**config.mk**
```make
export PLATFORM = sky130hd
export DESIGN_NAME = gamepad_frame_decode_calibrate_unit
export DESIGN_NICKNAME = d
export VERILOG_FILES = /design/src/design/gfdc_pkg.sv /design/src/design/gfdc_div.sv /design/src/design/gamepad_frame_decode_calibrate_unit.sv
export VERILOG_INCLUDE_DIRS = /design/src /design/src/design
export SDC_FILE = /design/constraint.sdc
export NUM_CORES = 1
export LEC_CHECK = 0
export BUFFER_PORTS_ARGS = -buffer_cell sky130_fd_sc_hd__buf_4
export CAP_MARGIN = 0
export CORE_ASPECT_RATIO = 1.1
export CORE_MARGIN = 5
export CORE_UTILIZATION = 33
export DETAILED_ROUTE_END_ITERATION = 8
export HOLD_SLACK_MARGIN = 0.1
export SLEW_MARGIN = 15
export SYNTH_ARGS = -nofsm -noshare
export SYNTH_HDL_FRONTEND = slang
export SYNTH_SLANG_ARGS = --single-unit
```
**constraint.sdc**
```tcl
create_clock -name clk_i -period 14.2 [get_ports clk_i]
set_input_delay 2.84 -clock clk_i [delete_from_list [all_inputs] [get_ports clk_i]]
set_output_delay 2.84 -clock clk_i [all_outputs]
set_load 0.02 [all_outputs]
```
**src/design/assert_macros.svh**
```systemverilog
// Assertion macros shared by the gamepad frame decoder RTL.
// Stand-alone header; the including module must have clk_i and rst_ni in scope.
`ifndef ASSERT_MACROS_SVH
`define ASSERT_MACROS_SVH
`ifndef ASSERT_OFF
// Clocked property, disabled while reset is asserted.
`define GFDC_ASSERT(lbl, prop, msg) \
  lbl: assert property (@(posedge clk_i) disable iff (!rst_ni) (prop)) else $error(msg);
// Clocked property that is also checked during reset.
`define GFDC_ASSERT_ALWAYS(lbl, prop, msg) \
  lbl: assert property (@(posedge clk_i) (prop)) else $error(msg);
`else
`define GFDC_ASSERT(lbl, prop, msg)
`define GFDC_ASSERT_ALWAYS(lbl, prop, msg)
`endif
`endif

```
**src/design/gfdc_pkg.sv**
```systemverilog
// Shared types, constants and helper functions for the gamepad frame decoder.
// No dependencies; used by gfdc_div, the top-level unit and its testbench.
package gfdc_pkg;

  // Stick axes in the order right X, right Y, left X, left Y.
  localparam int NUM_AXES           = 4;
  localparam int AXIS_W             = 2;
  localparam int DEFAULT_AXIS_COUNT = 4;

  localparam logic [7:0] ANALOG_ID  = 8'hCE;
  localparam logic [7:0] BYTE_MAX   = 8'd255;

  // Divider sizing: span is at most 127, quotient at most 127.
  localparam int SPAN_W = 7;
  localparam int QUO_W  = 7;
  localparam int NUM_W  = SPAN_W + QUO_W;

  typedef struct packed {
    logic [7:0] id_byte;
    logic [7:0] button_byte_low;
    logic [7:0] button_byte_high;
    logic [7:0] right_x_byte;
    logic [7:0] right_y_byte;
    logic [7:0] left_x_byte;
    logic [7:0] left_y_byte;
  } frame_req_t;

  typedef struct packed {
    logic [15:0]       buttons_pressed;
    logic              analog_active;
    logic [7:0]        right_x_value;
    logic [7:0]        right_y_value;
    logic [7:0]        left_x_value;
    logic [7:0]        left_y_value;
    logic signed [7:0] right_x_scaled;
    logic signed [7:0] right_y_scaled;
    logic signed [7:0] left_x_scaled;
    logic signed [7:0] left_y_scaled;
  } frame_rsp_t;

  // Request into the shared divider.
  typedef struct packed {
    logic              start;
    logic [NUM_W-1:0]  num;
    logic [SPAN_W-1:0] den;
  } div_req_t;

  // Status back from the shared divider.
  typedef struct packed {
    logic             done;
    logic [QUO_W-1:0] quot;
  } div_rsp_t;

  typedef enum logic [2:0] {
    ST_IDLE,
    ST_PREP,
    ST_LOAD,
    ST_DIV,
    ST_FINISH
  } seq_state_e;

  // Reverse the bit order of one byte by nibble, pair and bit swaps.
  function automatic logic [7:0] flip8(input logic [7:0] b);
    logic [7:0] v;
    v = ((b & 8'hF0) >> 4) | ((b & 8'h0F) << 4);
    v = ((v & 8'hCC) >> 2) | ((v & 8'h33) << 2);
    v = ((v & 8'hAA) >> 1) | ((v & 8'h55) << 1);
    return v;
  endfunction

endpackage

```
**src/design/gfdc_div.sv**
```systemverilog
// Shared restoring divider, one quotient bit per cycle.
// Depends on gfdc_pkg and assert_macros.svh.
`include "assert_macros.svh"

module gfdc_div (
  input  logic               clk_i,
  input  logic               rst_ni,
  input  gfdc_pkg::div_req_t div_req_i,
  output gfdc_pkg::div_rsp_t div_rsp_o
);

  localparam int SPAN_W = gfdc_pkg::SPAN_W;
  localparam int QUO_W  = gfdc_pkg::QUO_W;
  localparam int NUM_W  = gfdc_pkg::NUM_W;
  localparam int CNT_W  = $clog2(QUO_W);

  logic [SPAN_W-1:0] rem_q, rem_d;
  logic [QUO_W-1:0]  quo_q, quo_d;
  logic [SPAN_W-1:0] den_q, den_d;
  logic [CNT_W-1:0]  cnt_q, cnt_d;
  logic              busy_q, busy_d;
  logic              done_q, done_d;
  logic [SPAN_W+1:0] trial;

  // The caller guarantees num <= 127 * den, so the upper bits start below den
  // and only QUO_W steps are needed.
  always_comb begin
    trial  = {1'b0, rem_q, quo_q[QUO_W-1]} - {2'b00, den_q};
    rem_d  = rem_q;
    quo_d  = quo_q;
    den_d  = den_q;
    cnt_d  = cnt_q;
    busy_d = busy_q;
    done_d = 1'b0;
    if (div_req_i.start) begin
      rem_d  = div_req_i.num[NUM_W-1:QUO_W];
      quo_d  = div_req_i.num[QUO_W-1:0];
      den_d  = div_req_i.den;
      cnt_d  = '0;
      busy_d = 1'b1;
    end else if (busy_q) begin
      if (!trial[SPAN_W+1]) begin
        rem_d = trial[SPAN_W-1:0];
      end else begin
        rem_d = {rem_q[SPAN_W-2:0], quo_q[QUO_W-1]};
      end
      quo_d = {quo_q[QUO_W-2:0], ~trial[SPAN_W+1]};
      cnt_d = cnt_q + CNT_W'(1);
      if (cnt_q == CNT_W'(QUO_W - 1)) begin
        busy_d = 1'b0;
        done_d = 1'b1;
      end
    end
  end

  // Control state is reset; the datapath is not.
  always_ff @(posedge clk_i or negedge rst_ni) begin
    if (!rst_ni) begin
      busy_q <= 1'b0;
      done_q <= 1'b0;
      cnt_q  <= '0;
    end else begin
      busy_q <= busy_d;
      done_q <= done_d;
      cnt_q  <= cnt_d;
    end
  end

  always_ff @(posedge clk_i) begin
    rem_q <= rem_d;
    quo_q <= quo_d;
    den_q <= den_d;
  end

  assign div_rsp_o.done = done_q;
  assign div_rsp_o.quot = quo_q;

  `GFDC_ASSERT(a_div_no_restart, div_req_i.start |-> !busy_q, "divider restarted while busy")
  `GFDC_ASSERT(a_div_start_busy, div_req_i.start |=> busy_q, "divider did not start")
  `GFDC_ASSERT(a_div_done_after_busy, done_q |-> $past(busy_q), "done without a division")

endmodule

```
**src/design/gamepad_frame_decode_calibrate_unit.sv**
```systemverilog
// Top level of the gamepad frame decoder with stick-center calibration.
// Depends on gfdc_pkg, gfdc_div and assert_macros.svh.
//
//   channel | direction | handshake               | payload
//   --------+-----------+-------------------------+--------------------------
//   frame   | in        | in_valid_i/in_stall_o   | in_req_i  (frame_req_t)
//   result  | out       | out_valid_o/out_stall_i | out_rsp_o (frame_rsp_t)
//
// A frame is accepted in the idle state. Each calibrated axis then enters the prepare
// state; with a nonzero span it goes on to the load state, which starts the shared
// divider, and waits in the divide state as the divider forms one quotient bit per
// cycle. An axis with a zero span gets a scaled value of zero in the prepare state.
// After the last axis the finish state loads the result register and returns to idle.
// Reset clears the sequencer, the previous-mode flag and the stick centers.
// A stalled result holds in the output register; the next frame is taken
// meanwhile and waits in the finish state until the register is free.
`include "assert_macros.svh"

module gamepad_frame_decode_calibrate_unit #(
  parameter int AXIS_COUNT = gfdc_pkg::DEFAULT_AXIS_COUNT
) (
  input  logic                 clk_i,
  input  logic                 rst_ni,
  input  logic                 in_valid_i,
  output logic                 in_stall_o,
  input  gfdc_pkg::frame_req_t in_req_i,
  output logic                 out_valid_o,
  input  logic                 out_stall_i,
  output gfdc_pkg::frame_rsp_t out_rsp_o
);

  localparam int NUM_AXES = gfdc_pkg::NUM_AXES;
  localparam int AXIS_W   = gfdc_pkg::AXIS_W;
  localparam int SPAN_W   = gfdc_pkg::SPAN_W;
  localparam int QUO_W    = gfdc_pkg::QUO_W;
  localparam int NUM_W    = gfdc_pkg::NUM_W;

  gfdc_pkg::seq_state_e state_q, state_d;

  logic [AXIS_W-1:0]  axis_q, axis_d;
  logic               was_analog_q, was_analog_d;
  logic [7:0]         center_q [NUM_AXES];
  logic [7:0]         center_d [NUM_AXES];
  logic [7:0]         pos_q    [NUM_AXES];
  logic [7:0]         pos_d    [NUM_AXES];
  logic [7:0]         scaled_q [NUM_AXES];
  logic [7:0]         scaled_d [NUM_AXES];
  logic [15:0]        buttons_q, buttons_d;
  logic               analog_q, analog_d;
  logic [NUM_W-1:0]   num_q, num_d;
  logic [SPAN_W-1:0]  den_q, den_d;
  logic               neg_q, neg_d;
  logic               out_valid_q, out_valid_d;
  gfdc_pkg::frame_rsp_t out_rsp_q, out_rsp_d;

  logic               in_fire;
  logic               in_analog;
  logic               last_axis;
  logic               out_free;
  logic [7:0]         ctr;
  logic [7:0]         pos;
  logic [SPAN_W-1:0]  span;
  logic               neg;
  logic [7:0]         absv;
  logic [SPAN_W-1:0]  mag;
  logic [NUM_W-1:0]   num;
  logic [7:0]         quot_ext;

  gfdc_pkg::div_req_t div_req;
  gfdc_pkg::div_rsp_t div_rsp;

  assign in_stall_o = (state_q != gfdc_pkg::ST_IDLE);
  assign in_fire    = in_valid_i && !in_stall_o;
  assign in_analog  = (in_req_i.id_byte == gfdc_pkg::ANALOG_ID);
  assign last_axis  = (axis_q == AXIS_W'(AXIS_COUNT - 1));
  assign out_free   = !out_valid_q || !out_stall_i;

  // Axis operands: span to the nearer end, clamped magnitude times 127.
  always_comb begin
    ctr  = center_q[axis_q];
    pos  = pos_q[axis_q];
    span = ctr[7] ? SPAN_W'(gfdc_pkg::BYTE_MAX - ctr) : ctr[SPAN_W-1:0];
    neg  = (pos < ctr);
    absv = neg ? (ctr - pos) : (pos - ctr);
    mag  = (absv > {1'b0, span}) ? span : absv[SPAN_W-1:0];
    num  = {mag, {QUO_W{1'b0}}} - {{QUO_W{1'b0}}, mag};
  end

  assign quot_ext = {1'b0, div_rsp.quot};

  // Next state of the sequencer.
  always_comb begin
    state_d = state_q;
    unique case (state_q)
      gfdc_pkg::ST_IDLE: begin
        if (in_fire) state_d = gfdc_pkg::ST_PREP;
      end
      gfdc_pkg::ST_PREP: begin
        if (span != '0)     state_d = gfdc_pkg::ST_LOAD;
        else if (last_axis) state_d = gfdc_pkg::ST_FINISH;
      end
      gfdc_pkg::ST_LOAD: begin
        state_d = gfdc_pkg::ST_DIV;
      end
      gfdc_pkg::ST_DIV: begin
        if (div_rsp.done) begin
          state_d = last_axis ? gfdc_pkg::ST_FINISH : gfdc_pkg::ST_PREP;
        end
      end
      gfdc_pkg::ST_FINISH: begin
        if (out_free) state_d = gfdc_pkg::ST_IDLE;
      end
      default: state_d = gfdc_pkg::ST_IDLE;
    endcase
  end

  // Datapath and register updates driven by the sequencer.
  always_comb begin
    axis_d       = axis_q;
    was_analog_d = was_analog_q;
    center_d     = center_q;
    pos_d        = pos_q;
    scaled_d     = scaled_q;
    buttons_d    = buttons_q;
    analog_d     = analog_q;
    num_d        = num_q;
    den_d        = den_q;
    neg_d        = neg_q;
    out_rsp_d    = out_rsp_q;
    out_valid_d  = out_valid_q && out_stall_i;
    div_req      = '0;
    div_req.num  = num_q;
    div_req.den  = den_q;

    unique case (state_q)
      gfdc_pkg::ST_IDLE: begin
        if (in_fire) begin
          buttons_d    = ~{in_req_i.button_byte_high, in_req_i.button_byte_low};
          analog_d     = in_analog;
          was_analog_d = in_analog;
          axis_d       = '0;
          pos_d[0]     = gfdc_pkg::flip8(in_req_i.right_x_byte);
          pos_d[1]     = gfdc_pkg::flip8(in_req_i.right_y_byte);
          pos_d[2]     = gfdc_pkg::flip8(in_req_i.left_x_byte);
          pos_d[3]     = gfdc_pkg::flip8(in_req_i.left_y_byte);
          for (int k = 0; k < NUM_AXES; k++) begin
            scaled_d[k] = '0;
            // Rising edge of analog mode captures this frame's positions.
            if (in_analog && !was_analog_q && (k < AXIS_COUNT)) begin
              center_d[k] = pos_d[k];
            end
          end
        end
      end
      gfdc_pkg::ST_PREP: begin
        num_d = num;
        den_d = span;
        neg_d = neg;
        if (span == '0) begin
          scaled_d[axis_q] = '0;
          if (!last_axis) axis_d = axis_q + AXIS_W'(1);
        end
      end
      gfdc_pkg::ST_LOAD: begin
        div_req.start = 1'b1;
      end
      gfdc_pkg::ST_DIV: begin
        if (div_rsp.done) begin
          scaled_d[axis_q] = neg_q ? (8'd0 - quot_ext) : quot_ext;
          if (!last_axis) axis_d = axis_q + AXIS_W'(1);
        end
      end
      gfdc_pkg::ST_FINISH: begin
        if (out_free) begin
          out_valid_d               = 1'b1;
          out_rsp_d.buttons_pressed = buttons_q;
          out_rsp_d.analog_active   = analog_q;
          out_rsp_d.right_x_value   = pos_q[0];
          out_rsp_d.right_y_value   = pos_q[1];
          out_rsp_d.left_x_value    = pos_q[2];
          out_rsp_d.left_y_value    = pos_q[3];
          out_rsp_d.right_x_scaled  = scaled_q[0];
          out_rsp_d.right_y_scaled  = scaled_q[1];
          out_rsp_d.left_x_scaled   = scaled_q[2];
          out_rsp_d.left_y_scaled   = scaled_q[3];
        end
      end
      default: begin
        out_valid_d = out_valid_q && out_stall_i;
      end
    endcase
  end

  // Control state and the calibration centers.
  always_ff @(posedge clk_i or negedge rst_ni) begin
    if (!rst_ni) begin
      state_q      <= gfdc_pkg::ST_IDLE;
      axis_q       <= '0;
      was_analog_q <= 1'b0;
      out_valid_q  <= 1'b0;
      for (int k = 0; k < NUM_AXES; k++) begin
        center_q[k] <= '0;
      end
    end else begin
      state_q      <= state_d;
      axis_q       <= axis_d;
      was_analog_q <= was_analog_d;
      out_valid_q  <= out_valid_d;
      center_q     <= center_d;
    end
  end

  // Working copy of the frame and the output register.
  always_ff @(posedge clk_i) begin
    pos_q     <= pos_d;
    scaled_q  <= scaled_d;
    buttons_q <= buttons_d;
    analog_q  <= analog_d;
    num_q     <= num_d;
    den_q     <= den_d;
    neg_q     <= neg_d;
    out_rsp_q <= out_rsp_d;
  end

  gfdc_div u_div (
    .clk_i     (clk_i),
    .rst_ni    (rst_ni),
    .div_req_i (div_req),
    .div_rsp_o (div_rsp)
  );

  assign out_valid_o = out_valid_q;
  assign out_rsp_o   = out_rsp_q;

  `GFDC_ASSERT(a_out_from_finish,
               $rose(out_valid_o) |-> $past(state_q == gfdc_pkg::ST_FINISH),
               "result raised outside finish")
  `GFDC_ASSERT(a_done_in_div,
               div_rsp.done |-> (state_q == gfdc_pkg::ST_DIV),
               "divider done outside divide state")
  `GFDC_ASSERT(a_scaled_range,
               out_valid_o |-> ((out_rsp_o.right_x_scaled != 8'sh80) &&
                                (out_rsp_o.right_y_scaled != 8'sh80) &&
                                (out_rsp_o.left_x_scaled != 8'sh80) &&
                                (out_rsp_o.left_y_scaled != 8'sh80)),
               "scaled value out of range")

endmodule

```
==> flow_metrics.env <==
export IMPL_core_area_um2=34000
export IMPL_crit_path_start_kind="flip-flop"
export IMPL_numClockSinks=249
export IMPL_setup_viol=0
export IMPL_fmax_mhz=141
export IMPL_leakagePower_nw=5.55
export IMPL_viasPerCell=4.76
export IMPL_rr_endpoint="num_q[12]$_DFFE_PP_"
export IMPL_yosysMostFrequentCell="edfxtp_1"
export IMPL_peakVddDrop_mv=0.121
export IMPL_use_met1_pct=14.8
export IMPL_yosys_most_used_dff="edfxtp_1"
export IMPL_htreeDepth=1
export IMPL_reg2reg_from="axis_q[0]$_DFFE_PN0P_"
export IMPL_combPwrFrac_pct=43.4
export IMPL_synth_avg_cell_area_um2=14.2
export IMPL_initial_utilization_pct=33.2
export IMPL_intPower_mw=2.00
export IMPL_cts_buffers=26
export IMPL_min_to="out_rsp_o[80]$_DFFE_PP_"
export IMPL_drc=0
export IMPL_tightest_slew_ns=0.867
export IMPL_fin_crit_ns=7.08
export IMPL_track_usage_pct=11.9
export IMPL_die_h_um=204
export IMPL_top_usage_layer="met2"
export IMPL_cts_buffer_depth=3
export IMPL_ys_top_cells_by_area="edfxtp_1, dfrtp_1, ha_1, mux2i_1, mux2_2"
export IMPL_die_x_um=186
export IMPL_n_antenna_cell=0
export IMPL_swShare_pct=37.0
export IMPL_dp_hpwl_um=16700
export IMPL_cp_arrival_ns=7.38
export IMPL_grt_setup_unrepaired="no"
export IMPL_synthArstFlopShare_pct=17.7
export IMPL_fin_crit_sh_pct=49.9
export IMPL_cts_setup_buffers=0
export IMPL_p_seq_share_pct=36.7
export IMPL_synth_edf_count=205
export IMPL_drv_cap=0
export IMPL_ant_nets=0
export IMPL_synth_cells=793
export IMPL_syn_num_nets=893
export IMPL_dp_cells=1353
export IMPL_fin_tns_setup_ns=0
export IMPL_root_buffer="clkbuf_16"
export IMPL_synth_cell_types=75
export IMPL_worstPathRequired_ns=14.50
export IMPL_routed_wl_um=23100
export IMPL_p_per_area_nw_per_um2=232
export IMPL_synth_largest_area_cell="edfxtp_1"
export IMPL_vias=6665
export IMPL_grt_start_max_net_pins=52
export IMPL_clk_latency_ns=0.54
export IMPL_yosysWarnings=0
export IMPL_worst_path_max_fanout=19
export IMPL_drive_above_1_share_pct=27.6
export IMPL_ff2ff_path_depth=26
export IMPL_clk_pin_slew_ns=0.06
export IMPL_die_area_um2=38000
export IMPL_synthesis_area_um2=11300
export IMPL_drt_wirelength_per_cell_um=16.5
export IMPL_grt_antenna_before_repair=0
export IMPL_post_cts_resize_count=0
export IMPL_tritoncts="built"
export IMPL_final_hold_viol_count=0
export IMPL_pin_count=143
export IMPL_instances_no_fill=1401
export IMPL_worstHoldPathCells=0
export IMPL_yosysSeqAreaShare_pct=64.3
export IMPL_p_sw_mw=1.18
export IMPL_gp_congestion=0.864
export IMPL_grt_pass1_wl_um=37500
export IMPL_met2_usage_pct=20.9
export IMPL_synth_seq_cells=249
export IMPL_grt_use_met3_pct=2.65
export IMPL_relSlewSlack_pct=42.2
export IMPL_skew_ns=0.0205
export IMPL_power_share_clock_pct=19.9
export IMPL_drv_slew=0
export IMPL_r2r_slack_ns=7.12
export IMPL_dr_first_iter_drc_count=336
export IMPL_num_nets_final=1043
export IMPL_cp_end_kind="flip-flop"
export IMPL_drt_pass1_iterations=4
export IMPL_io_buffers=142
export IMPL_grt_pass1_vias=6994
export IMPL_rows=71
export IMPL_hold_path_class="reg2reg"
export IMPL_hold_start="buttons_q[15]$_DFFE_PP_"
export IMPL_grt_overflow=0
export IMPL_status="complete, no violations"
export IMPL_synth_top_area_share_pct=54.5
export IMPL_area_growth_pct=21.1
export IMPL_synth_common_cells="edfxtp_1, inv_1, nor2_1"
export IMPL_critical_path_class="reg2reg"
export IMPL_holdBufCountCts=0
[area by class of cell]
type,count,area (µm²)
Multi-Input combinational cell,445,3660
Inverter,70,263
Tap cell,438,548
Clock inverter,16,129
Sequential cell,249,7260
Clock buffer,32,673
Timing Repair Buffer,151,1130
Fill cell,3155,20400
[layout by cell type (no fill, tap or decap), drive strengths merged, types with 3 or more instances in the layout]
cell	instances
a21o	4
a21oi	24
a221oi	4
a31oi	4
and2	12
and4	5
buf	151
clkbuf	32
clkinv	13
dfrtp	44
edfxtp	205
fa	3
ha	37
inv	70
mux2	36
mux2i	45
mux4	16
nand2	42
nand2b	6
nand3	6
nor2	63
nor2b	12
nor3	11
nor4	4
o211ai	5
o21a	6
o21ai	23
o2bb2ai	3
o31ai	5
o32ai	3
or3	7
xnor2	14
xor2	10
[power by group through the flow]
stage	combinational, mW	clock, mW	sequential, mW
after floorplan	1.06	0	1.15
after global placement	1.37	0	1.18
after detailed placement	1.38	0	1.18
after CTS	1.38	0.650	1.17
after global routing	1.54	0.680	1.19
final	1.38	0.631	1.17
[routing by layer]
| layer | share of wire (%) | vias up |
|---|---|---|
| met5 | 0 | - |
| li1 | - | 3200 |
| met1 | 42 | 3264 |
| met3 | 5.3 | 40 |
| met4 | 2.2 | 0 |
| met2 | 51 | 161 |
[critical path, stage by stage, from the launching register on]
cell	delay [ns]
dfrtp_1	0.40
buf_4	0.34
mux4_2	0.62
inv_1	0.09
ha_1	0.16
inv_1	0.05
fa_1	0.39
a21oi_1	0.15
nor2_1	0.06
o21ai_0	0.41
a21oi_1	0.12
o311ai_1	0.71
inv_1	0.11
ha_1	0.34
and4_1	0.20
and4_1	0.23
o21ba_2	0.21
nor4_2	0.25
buf_4	0.24
o21a_1	0.20
nor2_1	0.08
inv_1	0.07
ha_1	0.36
nand4_1	0.19
or4_1	0.47
a221oi_2	0.26
o21ai_1	0.08
[how the worst max path moves through the flow]
stage                                     start                     end  slack (ns)  cells after the start
final                     axis_q[0]$_DFFE_PN0P_     num_q[12]$_DFFE_PP_        7.12                     26
after global routing      axis_q[0]$_DFFE_PN0P_     num_q[12]$_DFFE_PP_        6.45                     26
after CTS                 axis_q[0]$_DFFE_PN0P_     num_q[12]$_DFFE_PP_        7.18                     26
after detailed placement  axis_q[0]$_DFFE_PN0P_     num_q[12]$_DFFE_PP_        7.19                     26
after global placement    axis_q[0]$_DFFE_PN0P_     num_q[12]$_DFFE_PP_        7.33                     26
after floorplan                     out_stall_i  out_rsp_o[0]$_DFFE_PP_        6.98                      1
[flip-flops by register name, summed over array words and instances (netlist names)]
register,flops
buttons_q,16
out_rsp_o,81
pos_q,32
scaled_q,32
neg_q,1
u_div.quo_q,7
was_analog_q,1
num_q,14
analog_q,1
state_q,3
u_div.cnt_q,3
u_div.done_q,1
u_div.rem_q,7
center_q,32
axis_q,2
den_q,7
u_div.den_q,7
out_valid_o,1
u_div.busy_q,1
[cell families after synthesis]
logic type / Yosys count / share of synthesized area (%)
flip-flops: 249 / 64.3
AND/OR/NAND/NOR: 179 / 8.06
AO/OA/AOI/OAI: 105 / 6.85
buffers and inverters: 99 / 3.48
multiplexers: 97 / 10.8
adder cells (fa/ha/maj): 40 / 4.63
XOR/XNOR: 24 / 1.93
[through the flow]
step	util (%)	hold WS (ns)	setup WS [ns]	instance area (µm²)	power, mW
after floorplan	-	0.400	6.98	11300	2.21
after global placement	37.8	0.400	7.33	12900	2.55
after detailed placement	37.8	0.405	7.19	12900	2.56
after CTS	40.2	0.419	7.18	13700	3.20
after global routing	40.2	0.421	6.45	13700	3.41
final	40.2	0.415	7.12	13700	3.18
No activity file was read; power rests on OpenSTA's default activity.
